## src/rtl/core/epc_pkg.sv

```systemverilog
// shared types and constants for the edge interval pulse capture block
package epc_pkg;

  localparam int TICKS_PER_MS = 1000;
  localparam int PRESCALE_W   = 10;
  localparam int CFG_IDX_W    = 3;
  localparam int CFG_DATA_W   = 16;

  typedef enum logic [1:0] {
    PH_IDLE    = 2'd0,
    PH_RESET   = 2'd1,
    PH_CAPTURE = 2'd2
  } phase_t;

  typedef enum logic [CFG_IDX_W-1:0] {
    REG_RESET_ENABLE   = 3'd0,
    REG_RESET_LEVEL    = 3'd1,
    REG_RESET_DURATION = 3'd2,
    REG_TIMEOUT_MS     = 3'd3,
    REG_PULSE_LIMIT    = 3'd4
  } cfg_reg_t;

  localparam logic [PRESCALE_W-1:0] TICKS_PER_MS_C = PRESCALE_W'(TICKS_PER_MS);

endpackage

```

## src/rtl/core/edge_interval_pulse_capture.sv

```systemverilog
// top level of the edge interval pulse capture block
//
// Usage:
//   in_ channel: one transaction per microsecond tick. in_action = 0 is a
//   sample tick carrying in_pin_level, in_action = 1 starts a reading
//   (optional drive phase, then reference sample, then edge capture).
//   out_ channel: exactly one result transaction per input transaction,
//   in order, carrying drive control, the pulse report and capture_done.
//   cfg_ channel: register writes by index, always ready; write only while
//   the block is idle. Indexes past the register list are ignored.
// Flow and throughput:
//   result valid in the cycle after input acceptance; one transaction per
//   cycle sustained while out_ready stays high, set by the single result
//   register after the tick logic. A new input is taken whenever the result
//   register is empty or is being drained in the same cycle.
// Reset:
//   synchronous active-low rst_n clears config, state and out_valid, phase goes idle.
// Stall:
//   while out_ready is low a pending result holds and in_ready drops.
module edge_interval_pulse_capture
  import epc_pkg::*;
(
  input  logic                  clk,
  input  logic                  rst_n,
  input  logic                  in_valid,
  output logic                  in_ready,
  input  logic                  in_action,
  input  logic                  in_pin_level,
  output logic                  out_valid,
  input  logic                  out_ready,
  output logic                  out_drive_enable,
  output logic                  out_drive_level,
  output logic                  out_pulse_valid,
  output logic [7:0]            out_pulse_width,
  output logic [7:0]            out_pulse_number,
  output logic                  out_capture_done,
  input  logic                  cfg_valid,
  output logic                  cfg_ready,
  input  logic [CFG_IDX_W-1:0]  cfg_index,
  input  logic [CFG_DATA_W-1:0] cfg_data
);

  logic        reset_enable_r;
  logic        reset_level_r;
  logic [15:0] reset_duration_r;
  logic [15:0] timeout_ms_r;
  logic [7:0]  pulse_limit_r;

  phase_t                phase_r, phase_nxt;
  logic [15:0]           reset_ticks_r, reset_ticks_nxt;
  logic [PRESCALE_W-1:0] ms_prescaler_r, ms_prescaler_nxt;
  logic [15:0]           elapsed_ms_r, elapsed_ms_nxt;
  logic [7:0]            since_edge_r, since_edge_nxt;
  logic                  reference_r, reference_nxt;
  logic [7:0]            pulse_count_r, pulse_count_nxt;

  logic       out_valid_r;
  logic       drive_enable_r, drive_enable_nxt;
  logic       drive_level_r, drive_level_nxt;
  logic       pulse_valid_r, pulse_valid_nxt;
  logic [7:0] pulse_width_r, pulse_width_nxt;
  logic [7:0] pulse_number_r, pulse_number_nxt;
  logic       capture_done_r, capture_done_nxt;

  logic                  accept;
  logic [7:0]            se_inc;
  logic [PRESCALE_W-1:0] ps_inc;
  logic                  ps_wrap;
  logic [15:0]           ems_upd;
  logic                  timeout_hit;
  logic                  edge_hit;
  logic [7:0]            cnt_inc;
  logic                  limit_hit;
  logic                  ref_zero_end;

  assign in_ready  = !out_valid_r || out_ready;
  assign accept    = in_valid && in_ready;
  assign cfg_ready = 1'b1;

  assign se_inc       = since_edge_r + 8'd1;
  assign ps_inc       = ms_prescaler_r + PRESCALE_W'(1);
  assign ps_wrap      = ps_inc >= TICKS_PER_MS_C;
  assign ems_upd      = (ps_wrap && elapsed_ms_r != 16'hFFFF) ? elapsed_ms_r + 16'd1
                                                              : elapsed_ms_r;
  assign timeout_hit  = ems_upd >= timeout_ms_r;
  assign edge_hit     = !timeout_hit && (in_pin_level != reference_r);
  assign cnt_inc      = pulse_count_r + 8'd1;
  assign limit_hit    = cnt_inc >= pulse_limit_r;
  assign ref_zero_end = (timeout_ms_r == 16'd0) || (pulse_limit_r == 8'd0);

  // next state
  always_comb begin
    phase_nxt        = phase_r;
    reset_ticks_nxt  = reset_ticks_r;
    ms_prescaler_nxt = ms_prescaler_r;
    elapsed_ms_nxt   = elapsed_ms_r;
    since_edge_nxt   = since_edge_r;
    reference_nxt    = reference_r;
    pulse_count_nxt  = pulse_count_r;
    if (in_action) begin
      phase_nxt       = PH_RESET;
      reset_ticks_nxt = reset_enable_r ? reset_duration_r : 16'd0;
    end else begin
      unique case (phase_r)
        PH_RESET: begin
          if (reset_ticks_r != 16'd0) begin
            reset_ticks_nxt = reset_ticks_r - 16'd1;
          end else begin
            reference_nxt    = in_pin_level;
            ms_prescaler_nxt = '0;
            elapsed_ms_nxt   = '0;
            since_edge_nxt   = '0;
            pulse_count_nxt  = '0;
            phase_nxt        = ref_zero_end ? PH_IDLE : PH_CAPTURE;
          end
        end
        PH_CAPTURE: begin
          ms_prescaler_nxt = ps_wrap ? '0 : ps_inc;
          elapsed_ms_nxt   = ems_upd;
          since_edge_nxt   = se_inc;
          if (timeout_hit) begin
            phase_nxt = PH_IDLE;
          end else if (edge_hit) begin
            pulse_count_nxt = cnt_inc;
            since_edge_nxt  = '0;
            reference_nxt   = !reference_r;
            if (limit_hit) begin
              phase_nxt = PH_IDLE;
            end
          end
        end
        default: begin
          phase_nxt = PH_IDLE;
        end
      endcase
    end
  end

  // result fields
  always_comb begin
    drive_enable_nxt = 1'b0;
    drive_level_nxt  = 1'b0;
    pulse_valid_nxt  = 1'b0;
    pulse_width_nxt  = '0;
    pulse_number_nxt = '0;
    capture_done_nxt = 1'b0;
    if (!in_action) begin
      unique case (phase_r)
        PH_RESET: begin
          if (reset_ticks_r != 16'd0) begin
            drive_enable_nxt = 1'b1;
            drive_level_nxt  = reset_level_r;
          end else begin
            capture_done_nxt = ref_zero_end;
          end
        end
        PH_CAPTURE: begin
          if (timeout_hit) begin
            capture_done_nxt = 1'b1;
          end else if (edge_hit) begin
            pulse_valid_nxt  = 1'b1;
            pulse_width_nxt  = se_inc;
            pulse_number_nxt = cnt_inc;
            capture_done_nxt = limit_hit;
          end
        end
        default: begin
          capture_done_nxt = 1'b0;
        end
      endcase
    end
  end

  always_ff @(posedge clk) begin
    if (!rst_n) begin
      reset_enable_r   <= 1'b0;
      reset_level_r    <= 1'b0;
      reset_duration_r <= '0;
      timeout_ms_r     <= '0;
      pulse_limit_r    <= '0;
    end else if (cfg_valid && cfg_ready) begin
      unique case (cfg_index)
        REG_RESET_ENABLE:   reset_enable_r   <= cfg_data[0];
        REG_RESET_LEVEL:    reset_level_r    <= cfg_data[0];
        REG_RESET_DURATION: reset_duration_r <= cfg_data;
        REG_TIMEOUT_MS:     timeout_ms_r     <= cfg_data;
        REG_PULSE_LIMIT:    pulse_limit_r    <= cfg_data[7:0];
        default: begin
        end
      endcase
    end
  end

  always_ff @(posedge clk) begin
    if (!rst_n) begin
      phase_r        <= PH_IDLE;
      reset_ticks_r  <= '0;
      ms_prescaler_r <= '0;
      elapsed_ms_r   <= '0;
      since_edge_r   <= '0;
      reference_r    <= 1'b0;
      pulse_count_r  <= '0;
    end else if (accept) begin
      phase_r        <= phase_nxt;
      reset_ticks_r  <= reset_ticks_nxt;
      ms_prescaler_r <= ms_prescaler_nxt;
      elapsed_ms_r   <= elapsed_ms_nxt;
      since_edge_r   <= since_edge_nxt;
      reference_r    <= reference_nxt;
      pulse_count_r  <= pulse_count_nxt;
    end
  end

  always_ff @(posedge clk) begin
    if (!rst_n) begin
      out_valid_r <= 1'b0;
    end else if (accept) begin
      out_valid_r <= 1'b1;
    end else if (out_ready) begin
      out_valid_r <= 1'b0;
    end
  end

  always_ff @(posedge clk) begin
    if (accept) begin
      drive_enable_r <= drive_enable_nxt;
      drive_level_r  <= drive_level_nxt;
      pulse_valid_r  <= pulse_valid_nxt;
      pulse_width_r  <= pulse_width_nxt;
      pulse_number_r <= pulse_number_nxt;
      capture_done_r <= capture_done_nxt;
    end
  end

  assign out_valid        = out_valid_r;
  assign out_drive_enable = drive_enable_r;
  assign out_drive_level  = drive_level_r;
  assign out_pulse_valid  = pulse_valid_r;
  assign out_pulse_width  = pulse_width_r;
  assign out_pulse_number = pulse_number_r;
  assign out_capture_done = capture_done_r;

endmodule

```

## config.mk

```make
export PLATFORM = sky130hd
export DESIGN_NAME = edge_interval_pulse_capture
export DESIGN_NICKNAME = d
export VERILOG_FILES = /design/src/rtl/core/epc_pkg.sv /design/src/rtl/core/edge_interval_pulse_capture.sv
export SDC_FILE = /design/constraint.sdc
export NUM_CORES = 1
export LEC_CHECK = 0
export ABC_AREA = 1
export BUFFER_PORTS_ARGS = -buffer_cell sky130_fd_sc_hd__buf_2
export CAP_MARGIN = 25
export CELL_PAD_IN_SITES_DETAIL_PLACEMENT = 1
export CELL_PAD_IN_SITES_GLOBAL_PLACEMENT = 1
export CORE_MARGIN = 3
export CORE_UTILIZATION = 40
export DETAILED_ROUTE_END_ITERATION = 8
export PLACE_DENSITY_LB_ADDON = 0.1
export SYNTH_ARGS = -nofsm -noshare
export SYNTH_HDL_FRONTEND = slang
export SYNTH_SLANG_ARGS = --single-unit
```

## constraint.sdc

```tcl
create_clock -name clk -period 3.47 [get_ports clk]
set_clock_uncertainty 0.15 [all_clocks]
set_input_delay 0 -clock clk [delete_from_list [all_inputs] [get_ports clk]]
set_output_delay 0 -clock clk [all_outputs]
set_load 0.02 [all_outputs]
```

==> flow_metrics.py, run 1 <==
metrics = {
    "run_status": {
        "status": "complete, but fails checks",
        "failed_checks": "setup timing",
    },
    "cts": {
        "htree_levels": 4,
        "cts_tree": "built",
        "cts_num_sinks": 124,
        "cts_buffers": 17,
        "ctsRootBufferMaster": "sky130_fd_sc_hd__clkbuf_16",
        "clk_latency_worst_skew_pair_ps": 420,
        "ctsLongestPathBuffers": 2,
        "clk_pin_slew_ps": 50,
    },
    "synthesis": {
        "synth_largest_type_area_fraction_pct": 30.5,
        "synth_cells": 921,
        "syn-cell-area_sq_um": 6820,
        "synth.lib_cells_used.distinct": 45,
        "synth-main-ff-cell": "sky130_fd_sc_hd__dfxtp_1",
        "synth_warn": 0,
        "synth.top_cells.by_area": "sky130_fd_sc_hd__dfxtp_1, sky130_fd_sc_hd__edfxtp_1, sky130_fd_sc_hd__nand2_1",
        "postSynth.asyncResetShare_pct": 0,
        "number_of_storage_elements_in_the_synthesis_netlist": 124,
        "synth_sequential_area_ratio_pct": 39.4,
        "mapped_avg_cell_area_sq_um": 7.40,
        "library_cell_with_the_largest_summed_area_after_synthesis": "sky130_fd_sc_hd__dfxtp_1",
        "synth.net_count": 979,
        "synth_edf_count": 20,
    },
    "setup_path": {
        "worstPathBufferInverterCount": 2,
        "cp_slowest_cell": "sky130_fd_sc_hd__dfxtp_2",
        "cp.arrival_ps": 3680,
        "critical_path.top_delay_family": "simple AND/OR/NAND/NOR gates",
        "timing.critical_path.slowest_cell_delay_ps": 360,
        "worstPathCellList": "ha_4 -> nand3_2 -> nor2_2 -> a21oi_1 -> nor2_2 -> nand2_2 -> nor2_8 -> nand3_4 -> nand2_2 -> nand2_1 -> inv_2 -> ha_4 -> nand2_1 -> inv_1 -> nor2_1 -> o21ai_0 -> a21oi_2 -> nand2_2 -> nor2_4 -> nand2_4 -> nor2_4 -> nand2_1 -> a21oi_1",
        "path_class": "flip-flop to flip-flop",
        "critical_path_peak_fanout": 8,
        "end_kind": "flip-flop",
        "timing.critical_path.required_ps": 3660,
        "critPathLaunchType": "flip-flop",
    },
    "sta": {
        "max-slew-margin-rel_pct": 47.4,
        "hold_slack_ps": 30.7,
        "finalSetupViolations": 2,
        "tns_ps": -14.2,
        "report.final.slew_viol_count": 0,
        "finalHoldViolations": 0,
        "rsz0062_at_grt": "yes",
        "postLayoutSetupSlackWorst_ps": -13.4,
        "finalWorstPathRequiredPeriod_ps": 3480,
        "fmax_ghz": 0.287,
        "worst_pin_slew_ps": 786,
        "final_period_utilization_pct": 100,
    },
    "placement": {
        "dp.final_hpwl_microns": 13500,
        "port_buffers": 47,
        "placed_area_sq_um": 7540,
        "place_congestion": 0.824,
    },
    "global_route": {
        "first_global_vias": 6635,
        "grt_first_pass_wirelength_microns": 32400,
        "grt_antenna_before_repair": 0,
        "maximum_number_of_pins_on_one_net_before_global_route_repair": 57,
        "global_route.overflow_total": 0,
        "grt_usage_pct": 21.9,
    },
    "die": {
        "top_level_ports": 49,
        "die_height_microns": 137,
        "start_util_pct": 41.0,
        "num_rows": 47,
        "floorplan.core_area_sq_um": 16600,
        "die-width_microns": 137,
        "area_of_the_die_sq_um": 18600,
    },
    "final_layout": {
        "area_growth_pct": 34.0,
        "num_antenna_cells": 0,
        "drive_gt1_share_pct": 25.4,
        "fin_nets": 1109,
        "final_area_sq_um": 9130,
    },
    "route": {
        "dr_total_vias": 6663,
        "ant_nets": 0,
        "first_pass_iters": 4,
        "wl_per_cell_microns": 16.7,
        "wl_microns": 21400,
        "dr.first_iter.drc_count": 258,
        "drt_drc_violations_left": 0,
        "via_per_inst": 5.19,
    },
    "power": {
        "power-per-cell-area_nw_per_um2": 417,
        "worst_ir_drop_vdd_mv": 0.386,
        "p_leak_uw": 0.00385,
    },
    "worst_hold_path": {
        "min_path_type": "input port to flip-flop",
    },
    "flow_run": {
        "max-cap-violations": 0,
    },
}
[through the flow]
step / utilization (%) / total power [uW] / worst slack [ps] / instances
after floorplan: - / 1800 / 25.8 / 921
after global placement: 45.3 / 1910 / -119 / 1203
after detailed placement: 45.3 / 1920 / -209 / 1203
after CTS: 51.7 / 3840 / 9.29 / 1270
after global routing: 54.9 / 3970 / -316 / 1284
final: 54.9 / 3810 / -13.4 / 1284
[path summary, 6_finish.rpt]
kind / start / end / slack, ps / cells after the start
max reg2reg: ms_prescaler_r[0] / pulse_count_r[4] / -10 / 23
min reg2reg: reset_duration_r[15] / reset_duration_r[15] / 300 / 2
min: rst_n / reference_r / 30 / 4
max: ms_prescaler_r[0] / pulse_count_r[4] / -10 / 23
[worst register-to-register path, stage by stage, from the launching register on]
cell                      delay [ps]
sky130_fd_sc_hd__dfxtp_2         360
sky130_fd_sc_hd__ha_4            150
sky130_fd_sc_hd__nand3_2          90
sky130_fd_sc_hd__nor2_2          120
sky130_fd_sc_hd__a21oi_1          90
sky130_fd_sc_hd__nor2_2          150
sky130_fd_sc_hd__nand2_2         110
sky130_fd_sc_hd__nor2_8          200
sky130_fd_sc_hd__nand3_4         190
sky130_fd_sc_hd__nand2_2         140
sky130_fd_sc_hd__nand2_1          70
sky130_fd_sc_hd__inv_2            70
sky130_fd_sc_hd__ha_4            190
sky130_fd_sc_hd__nand2_1          70
sky130_fd_sc_hd__inv_1            50
sky130_fd_sc_hd__nor2_1           80
sky130_fd_sc_hd__o21ai_0         120
sky130_fd_sc_hd__a21oi_2         160
sky130_fd_sc_hd__nand2_2          80
sky130_fd_sc_hd__nor2_4          140
sky130_fd_sc_hd__nand2_4         110
sky130_fd_sc_hd__nor2_4          250
sky130_fd_sc_hd__nand2_1         120
sky130_fd_sc_hd__a21oi_1         140
[synthesized netlist by cell type, drive strengths merged, types with 5 or more instances]
cell	n
a211oi	6
a21oi	105
a22oi	6
and2	6
buf	8
clkbuf	23
dfxtp	104
edfxtp	20
ha	32
inv	120
nand2	173
nand3	45
nand4	28
nor2	102
nor3	12
nor4	6
o21ai	69
xnor2	5
xor2	29
[registers in the layout, indices dropped and copies added (netlist names), 2 cells and up]
register,count
timeout_ms_r,16
since_edge_r,8
elapsed_ms_r,16
out_pulse_number,8
reset_ticks_r,16
phase_r,2
reset_duration_r,16
pulse_limit_r,8
ms_prescaler_r,10
pulse_count_r,8
out_pulse_width,8
[per-layer routing]
metal | wire [microns] | part of all wire [%] | global-route usage [%]
met5 | 0 | 0 | 0
met2 | 10900 | 51 | 38.5
met1 | 9390 | 44 | 26.5
met4 | 545 | 2.5 | 7.89
met3 | 573 | 2.7 | 4.30
[power by group]
part / total, uW / internal [uW] / switching [uW]
registers: 1530 / 1510 / 27.3
clock network: 1860 / 1230 / 627
logic: 415 / 151 / 263
total: 3810 / 2890 / 918
[repair_timing]
| action | 4_1_cts | 5_1_grt |
|---|---|---|
| setup endpoints to repair | 37 | 37 |
| hold buffers | 27 | 0 |
| pin swaps | 12 | 56 |
| resized for setup | 34 | 102 |
| cloned | 5 | 0 |
| buffers inserted | 3 | 14 |
| endpoints found under the hold margin | 50 | 0 |
[logic make-up after synthesis]
group	synth area share, %
AO/OA/AOI/OAI	15.2
XOR/XNOR	4.48
adder cells (fa/ha/maj)	5.87
buffers and inverters	8.67
flip-flops	39.4
other	0.0550
AND/OR/NAND/NOR	26.4
[cells in the final DEF (no fill, tap or decap), types with 9 or more instances in the layout]
cell type / Yosys / final
sky130_fd_sc_hd__a21oi_1: 104 / 98
sky130_fd_sc_hd__dfxtp_2: 0 / 9
sky130_fd_sc_hd__nand2_2: 16 / 32
sky130_fd_sc_hd__dlygate4sd3_1: 0 / 27
sky130_fd_sc_hd__xor2_1: 29 / 29
sky130_fd_sc_hd__nor3_1: 12 / 10
sky130_fd_sc_hd__nand4_1: 26 / 26
sky130_fd_sc_hd__clkbuf_16: 0 / 17
sky130_fd_sc_hd__dfxtp_1: 104 / 95
sky130_fd_sc_hd__o21ai_0: 67 / 65
sky130_fd_sc_hd__nand3_1: 44 / 40
sky130_fd_sc_hd__edfxtp_1: 20 / 20
sky130_fd_sc_hd__nor2_1: 93 / 70
sky130_fd_sc_hd__buf_6: 1 / 11
sky130_fd_sc_hd__ha_4: 0 / 12
sky130_fd_sc_hd__ha_1: 32 / 20
sky130_fd_sc_hd__nor2_2: 2 / 18
sky130_fd_sc_hd__buf_4: 1 / 53
sky130_fd_sc_hd__nand2_1: 157 / 137
sky130_fd_sc_hd__inv_1: 117 / 109
sky130_fd_sc_hd__buf_2: 4 / 47
sky130_fd_sc_hd__inv_2: 3 / 11
sky130_fd_sc_hd__nor2_4: 4 / 11
[final cells by class]
cell class	count	area, sq um
fillers	2062	7510
well taps	220	275
clock buffers	24	472
inverters	122	458
clock inverters	8	140
repair buffers	141	1080
flip-flops and latches	124	2690
multi-input cells	645	4010
Power figures use the tool's default switching activity.
==> run 2, diff against run 1 <==
- CELL_PAD_IN_SITES_DETAIL_PLACEMENT: 1 -> unset
- CELL_PAD_IN_SITES_GLOBAL_PLACEMENT: 1 -> unset
- CORE_UTILIZATION: 40 -> 45
- PLACE_DENSITY_LB_ADDON: 0.1 -> unset
==> run 2 against run 1 <==
Compared with the run above: the run now ends clean; sequential cell count stayed put; via count down 5.4%; fmax rose by 1.7%; hold slack better by 49 ps; worst setup slack gained 58 ps; register-to-register slack gained 60 ps; sequential power barely moved; non-clock buffer count down 26; sequential share of layout area rose by 1.3 points; final area shrank 4.3%; critical endpoint is now pulse_count_r[0]; largest power group unchanged; highest routed layer unchanged.
==> flow_metrics.py, run 2 (synthesized netlist as in run 1, its figures left out) <==
metrics = {
    "setup_path": {
        "reg2reg_from": "ms_prescaler_r[1]",
        "critical_path_peak_fanout": 8,
        "critical_path.reg2reg.endpoint": "pulse_count_r[0]",
        "critPathLaunchType": "flip-flop",
        "setup.worst_path.start": "ms_prescaler_r[1]",
        "path_class": "flip-flop to flip-flop",
        "cp.arrival_ps": 3630,
        "critical_path.top_delay_family": "simple AND/OR/NAND/NOR gates",
        "r2r_setup_slack_ps": 40,
        "rr_worst_depth": 21,
        "timing.critical_path.required_ps": 3680,
        "worstPathBufferInverterCount": 1,
        "cp_slowest_cell": "sky130_fd_sc_hd__dfxtp_2",
        "end_kind": "flip-flop",
        "crit_end": "pulse_count_r[0]",
        "worstPathCellList": "ha_4 -> nand3_4 -> nor2_4 -> a21oi_2 -> nor2_2 -> nand2_2 -> nor2_8 -> nand3_4 -> nand2_2 -> nand2_1 -> inv_1 -> ha_4 -> a21oi_1 -> nand2_1 -> a21oi_2 -> nand2_2 -> nor2_4 -> nand2_4 -> nor2_4 -> o21ai_1 -> a21oi_1",
        "crit_cells": 21,
        "timing.critical_path.slowest_cell_delay_ps": 360,
    },
    "power": {
        "fin_total_pwr_uw": 3730,
        "power-per-cell-area_nw_per_um2": 427,
        "sequentialPowerShare_pct": 41.1,
        "p_clk_share_pct": 48.3,
        "worst_ir_drop_vdd_mv": 0.354,
        "power_frac_comb_pct": 10.6,
        "p_int_uw": 2780,
        "switching_share_pct": 25.6,
        "net-switching-power_uw": 955,
        "p_leak_uw": 0.00371,
    },
    "die": {
        "die_height_microns": 129,
        "floorplan.core_area_sq_um": 14700,
        "num_rows": 44,
        "top_level_ports": 49,
        "die-width_microns": 129,
        "start_util_pct": 46.4,
        "area_of_the_die_sq_um": 16700,
    },
    "worst_hold_path": {
        "min_path_cells": 3,
        "hp-start": "rst_n",
        "min_path_type": "input port to flip-flop",
    },
    "route": {
        "first_pass_iters": 5,
        "dr.first_iter.drc_count": 334,
        "drt_drc_violations_left": 0,
        "ant_nets": 0,
        "via_per_inst": 5.16,
        "wl_microns": 17500,
        "dr_total_vias": 6304,
        "wl_per_cell_microns": 14.4,
    },
    "sta": {
        "fmax_ghz": 0.292,
        "report.final.slew_viol_count": 0,
        "final_period_utilization_pct": 98.7,
        "finalHoldViolations": 0,
        "finalSetupViolations": 0,
        "worst_pin_slew_ps": 975,
        "rsz0062_at_grt": "yes",
        "max-slew-margin-rel_pct": 34.8,
        "tns_ps": 0,
        "finalWorstPathRequiredPeriod_ps": 3430,
        "postLayoutSetupSlackWorst_ps": 44.8,
    },
    "final_layout": {
        "layout.cells.most_common_list": "sky130_fd_sc_hd__nand2_1, sky130_fd_sc_hd__inv_1, sky130_fd_sc_hd__a21oi_1, sky130_fd_sc_hd__dfxtp_1, sky130_fd_sc_hd__nor2_1",
        "area_growth_pct": 28.2,
        "final_area_sq_um": 8740,
        "fin_nets": 1083,
        "drive_gt1_share_pct": 21.2,
        "num_antenna_cells": 0,
        "commonest_non_fill_non_tap_cell_in_the_layout": "sky130_fd_sc_hd__nand2_1",
    },
    "global_route": {
        "grt_antenna_before_repair": 0,
        "grt_first_pass_wirelength_microns": 27500,
        "first_global_vias": 5693,
        "global_route.overflow_total": 0,
        "grt_usage_pct": 20.8,
        "maximum_number_of_pins_on_one_net_before_global_route_repair": 57,
    },
    "placement": {
        "port_buffers": 47,
        "place_congestion": 0.863,
        "dp.final_hpwl_microns": 11700,
        "place_worst_setup_slack_ps": -115,
        "placed_area_sq_um": 7410,
    },
    "cts": {
        "clk_pin_slew_ps": 60,
        "cts_num_sinks": 124,
        "ctsRootBufferMaster": "sky130_fd_sc_hd__clkbuf_16",
        "htree_levels": 4,
        "ctsLongestPathBuffers": 2,
        "clk_latency_worst_skew_pair_ps": 430,
        "cts_buffers": 17,
        "cts_tree": "built",
    },
    "run_status": {
        "status": "complete, no violations",
    },
    "flow_run": {
        "max-cap-violations": 0,
    },
}
-- run 2: worst min-delay path, cell delays in order --
cell                      delay, ps
sky130_fd_sc_hd__buf_2          390
sky130_fd_sc_hd__nand2_1        180
sky130_fd_sc_hd__nor2_1          30
-- run 2: timing repair --
action                                  4_1_cts  5_1_grt
hold endpoints to repair                     51        0
resized for setup                             6       86
setup buffers                                 0        8
endpoints found under the setup margin       26       37
gates cloned                                  0        2
pin swaps                                     1       48
hold buffers                                 26        0
-- run 2: worst min path at each step --
stage	to	slack, ps
after floorplan	reset_enable_r	10
after global placement	reset_duration_r[11]	140
after detailed placement	reset_duration_r[8]	140
after CTS	reference_r	60
after global routing	reference_r	120
final	reference_r	80
-- run 2: per-stage QoR --
step	utilization [%]	hold WS [ps]	instances
after detailed placement	50.4	142	1154
final	59.4	80.1	1222
after floorplan	-	14.5	921
after CTS	56.4	61.0	1212
after global placement	50.4	142	1154
after global routing	59.4	117	1222
-- run 2: layer usage --
metal  vias up  GRT usage (%)  share of wire, %
met5         -              0                 0
met4         0           8.71               2.7
met3        38           4.53               3.5
met2       114           32.8                47
met1      2892           27.7                47
li1       3260              -                 -
-- run 2: power groups by stage --
stage	registers (uW)	logic [uW]	clock network, uW
CTS	1530	370	1840
detailed placement	1560	342	0
floorplan	1570	230	0
global placement	1560	340	0
finish	1530	397	1800
global route	1540	446	1900
-- run 2: final cells by class --
type	count	area [sq um]
Sequential cell	124	2690
Tap cell	184	230
Inverter	122	458
Multi-Input combinational cell	645	3900
Clock inverter	12	134
Timing Repair Buffer	115	857
Clock buffer	20	468
Fill cell	1308	5960
==> run 3, diff against run 2 <==
- CTS_BUF_LIST: unset -> sky130_fd_sc_hd__clkbuf_4 sky130_fd_sc_hd__clkbuf_8 sky130_fd_sc_hd__clkbuf_16
==> run 3 against run 2 <==
Compared with the run above: sequential power about the same; sequential share of layout area is essentially flat; final area about the same; combinational power is essentially flat; worst setup slack gained 5.7 ps; routed wire length fell by 0.48%; largest cell class unchanged; largest power group unchanged.
==> flow_metrics.py, run 3 (synthesized netlist as in run 1, its figures left out) <==
metrics = {
    "sta": {
        "postLayoutSetupSlackWorst_ps": 50.5,
        "fmax_ghz": 0.292,
        "final_period_utilization_pct": 98.5,
        "report.final.slew_viol_count": 0,
        "hold_slack_ps": 70.9,
        "max-slew-margin-rel_pct": 33.0,
        "tns_ps": 0,
        "rsz0062_at_grt": "yes",
        "finalWorstPathRequiredPeriod_ps": 3420,
        "finalSetupViolations": 0,
        "worst_pin_slew_ps": 1000,
        "finalHoldViolations": 0,
    },
    "power": {
        "worst_ir_drop_vdd_mv": 0.351,
        "power-per-cell-area_nw_per_um2": 427,
        "p_leak_uw": 0.00371,
        "sequentialPowerShare_pct": 41.0,
        "p_int_uw": 2780,
        "p_clk_share_pct": 48.4,
        "switching_share_pct": 25.5,
        "net-switching-power_uw": 951,
        "power_frac_comb_pct": 10.6,
    },
    "setup_path": {
        "cp.arrival_ps": 3630,
        "timing.critical_path.required_ps": 3680,
        "critPathLaunchType": "flip-flop",
        "crit_end": "pulse_count_r[0]",
        "setup.worst_path.start": "ms_prescaler_r[1]",
        "path_class": "flip-flop to flip-flop",
        "rr_worst_depth": 21,
        "r2r_setup_slack_ps": 50,
        "end_kind": "flip-flop",
        "reg2reg_from": "ms_prescaler_r[1]",
        "critical_path_peak_fanout": 8,
        "critical_path.reg2reg.endpoint": "pulse_count_r[0]",
    },
    "placement": {
        "dp.final_hpwl_microns": 11700,
        "place_congestion": 0.863,
        "numPlacedInstances": 1154,
        "placed_area_sq_um": 7410,
        "port_buffers": 47,
        "place_worst_setup_slack_ps": -115,
    },
    "die": {
        "top_level_ports": 49,
        "die_height_microns": 129,
        "area_of_the_die_sq_um": 16700,
        "start_util_pct": 46.4,
        "floorplan.core_area_sq_um": 14700,
        "die-width_microns": 129,
        "num_rows": 44,
    },
    "flow_run": {
        "max-cap-violations": 0,
    },
    "route": {
        "met2_length_microns": 8190,
        "wl_microns": 17500,
        "dr.first_iter.drc_count": 337,
        "first_pass_iters": 5,
        "drt_drc_violations_left": 0,
        "ant_nets": 0,
        "dr_total_vias": 6291,
        "wl_per_cell_microns": 14.3,
        "highest_layer": "met4",
        "wl_met1_microns": 8230,
        "met3_wirelength_microns": 598,
        "via_per_inst": 5.15,
    },
    "final_layout": {
        "instances_no_fill": 1222,
        "commonest_non_fill_non_tap_cell_in_the_layout": "sky130_fd_sc_hd__nand2_1",
        "drive_gt1_share_pct": 21.3,
        "final_area_sq_um": 8740,
        "num-fill-cells": 1311,
        "fin_nets": 1083,
        "layout.cells.most_common_list": "sky130_fd_sc_hd__nand2_1, sky130_fd_sc_hd__inv_1, sky130_fd_sc_hd__a21oi_1, sky130_fd_sc_hd__dfxtp_1, sky130_fd_sc_hd__nor2_1",
        "num_antenna_cells": 0,
        "area_growth_pct": 28.2,
    },
    "global_route": {
        "grt_first_pass_wirelength_microns": 27500,
        "maximum_number_of_pins_on_one_net_before_global_route_repair": 57,
        "global_route.overflow_total": 0,
        "grt_usage_pct": 20.8,
        "grt_antenna_before_repair": 0,
        "first_global_vias": 5700,
    },
    "run_status": {
        "status": "complete, no violations",
    },
    "cts": {
        "clk_latency_worst_skew_pair_ps": 430,
        "clk_pin_slew_ps": 60,
        "cts_num_sinks": 124,
        "cts_tree": "built",
        "ctsRootBufferMaster": "sky130_fd_sc_hd__clkbuf_16",
        "cts_buffers": 17,
        "htree_levels": 4,
        "ctsLongestPathBuffers": 2,
    },
    "worst_hold_path": {
        "min_path_type": "input port to flip-flop",
    },
}
## run 3: cell counts in the layout (fill, tap and decap cells not counted)
Identical to the previous run, type by type.
## run 3: final cells by class
type	instances	area, sq um	share of cell area (%)
clock buffers	20	472	5.40
clock inverters	12	134	1.53
inverters	122	458	5.24
multi-input cells	645	3900	44.6
flip-flops and latches	124	2690	30.8
well taps	184	230	2.63
repair buffers	115	857	9.81
## run 3: worst min path at each step
stage / to / slack, ps / startpoint / depth (start not counted)
after floorplan: reset_enable_r / 10 / cfg_data[0] / 2
after global placement: reset_duration_r[11] / 140 / cfg_data[11] / 3
after detailed placement: reset_duration_r[8] / 140 / cfg_data[8] / 3
after CTS: reference_r / 60 / rst_n / 3
after global routing: reference_r / 120 / rst_n / 3
final: reference_r / 70 / rst_n / 3
## run 3: stage by stage
step                      power [uW]  util, %
after global placement          1900     50.4
after global routing            3890     59.5
after CTS                       3750     56.4
after floorplan                 1800        -
final                           3740     59.5
after detailed placement        1900     50.4
## run 3: what timing repair did
| item | in CTS | in global routing |
|---|---|---|
| endpoints found under the setup margin | 26 | 37 |
| hold endpoints to repair | 51 | 0 |
| resized for setup | 6 | 86 |
| gates cloned | 0 | 2 |
| buffers inserted | 0 | 8 |
| hold buffers | 26 | 0 |
| pin swaps | 1 | 48 |
## run 3: power groups by stage
stage                     combinational, uW  sequential (uW)  clock, uW
after floorplan                         230             1570          0
after global placement                  340             1560          0
after detailed placement                342             1560          0
after CTS                               370             1530       1840
after global routing                    446             1540       1900
final                                   397             1530       1810
## run 3: worst max-delay path: stages, from the launching register on
cell and delay, ps:
sky130_fd_sc_hd__dfxtp_2 360, sky130_fd_sc_hd__ha_4 160, sky130_fd_sc_hd__nand3_4 90, sky130_fd_sc_hd__nor2_4 140, sky130_fd_sc_hd__a21oi_2 70, sky130_fd_sc_hd__nor2_2 160, sky130_fd_sc_hd__nand2_2 110, sky130_fd_sc_hd__nor2_8 170
sky130_fd_sc_hd__nand3_4 190, sky130_fd_sc_hd__nand2_2 110, sky130_fd_sc_hd__nand2_1 50, sky130_fd_sc_hd__inv_1 80, sky130_fd_sc_hd__ha_4 210, sky130_fd_sc_hd__a21oi_1 190, sky130_fd_sc_hd__nand2_1 120, sky130_fd_sc_hd__a21oi_2 170
sky130_fd_sc_hd__nand2_2 80, sky130_fd_sc_hd__nor2_4 180, sky130_fd_sc_hd__nand2_4 100, sky130_fd_sc_hd__nor2_4 210, sky130_fd_sc_hd__o21ai_1 100, sky130_fd_sc_hd__a21oi_1 150
## run 3: layer usage
metal / track usage (%) / vias to the layer above
met5: 0 / -
met3: 4.53 / 35
li1: - / 3264
met1: 27.7 / 2872
met2: 32.8 / 120
met4: 8.71 / 0
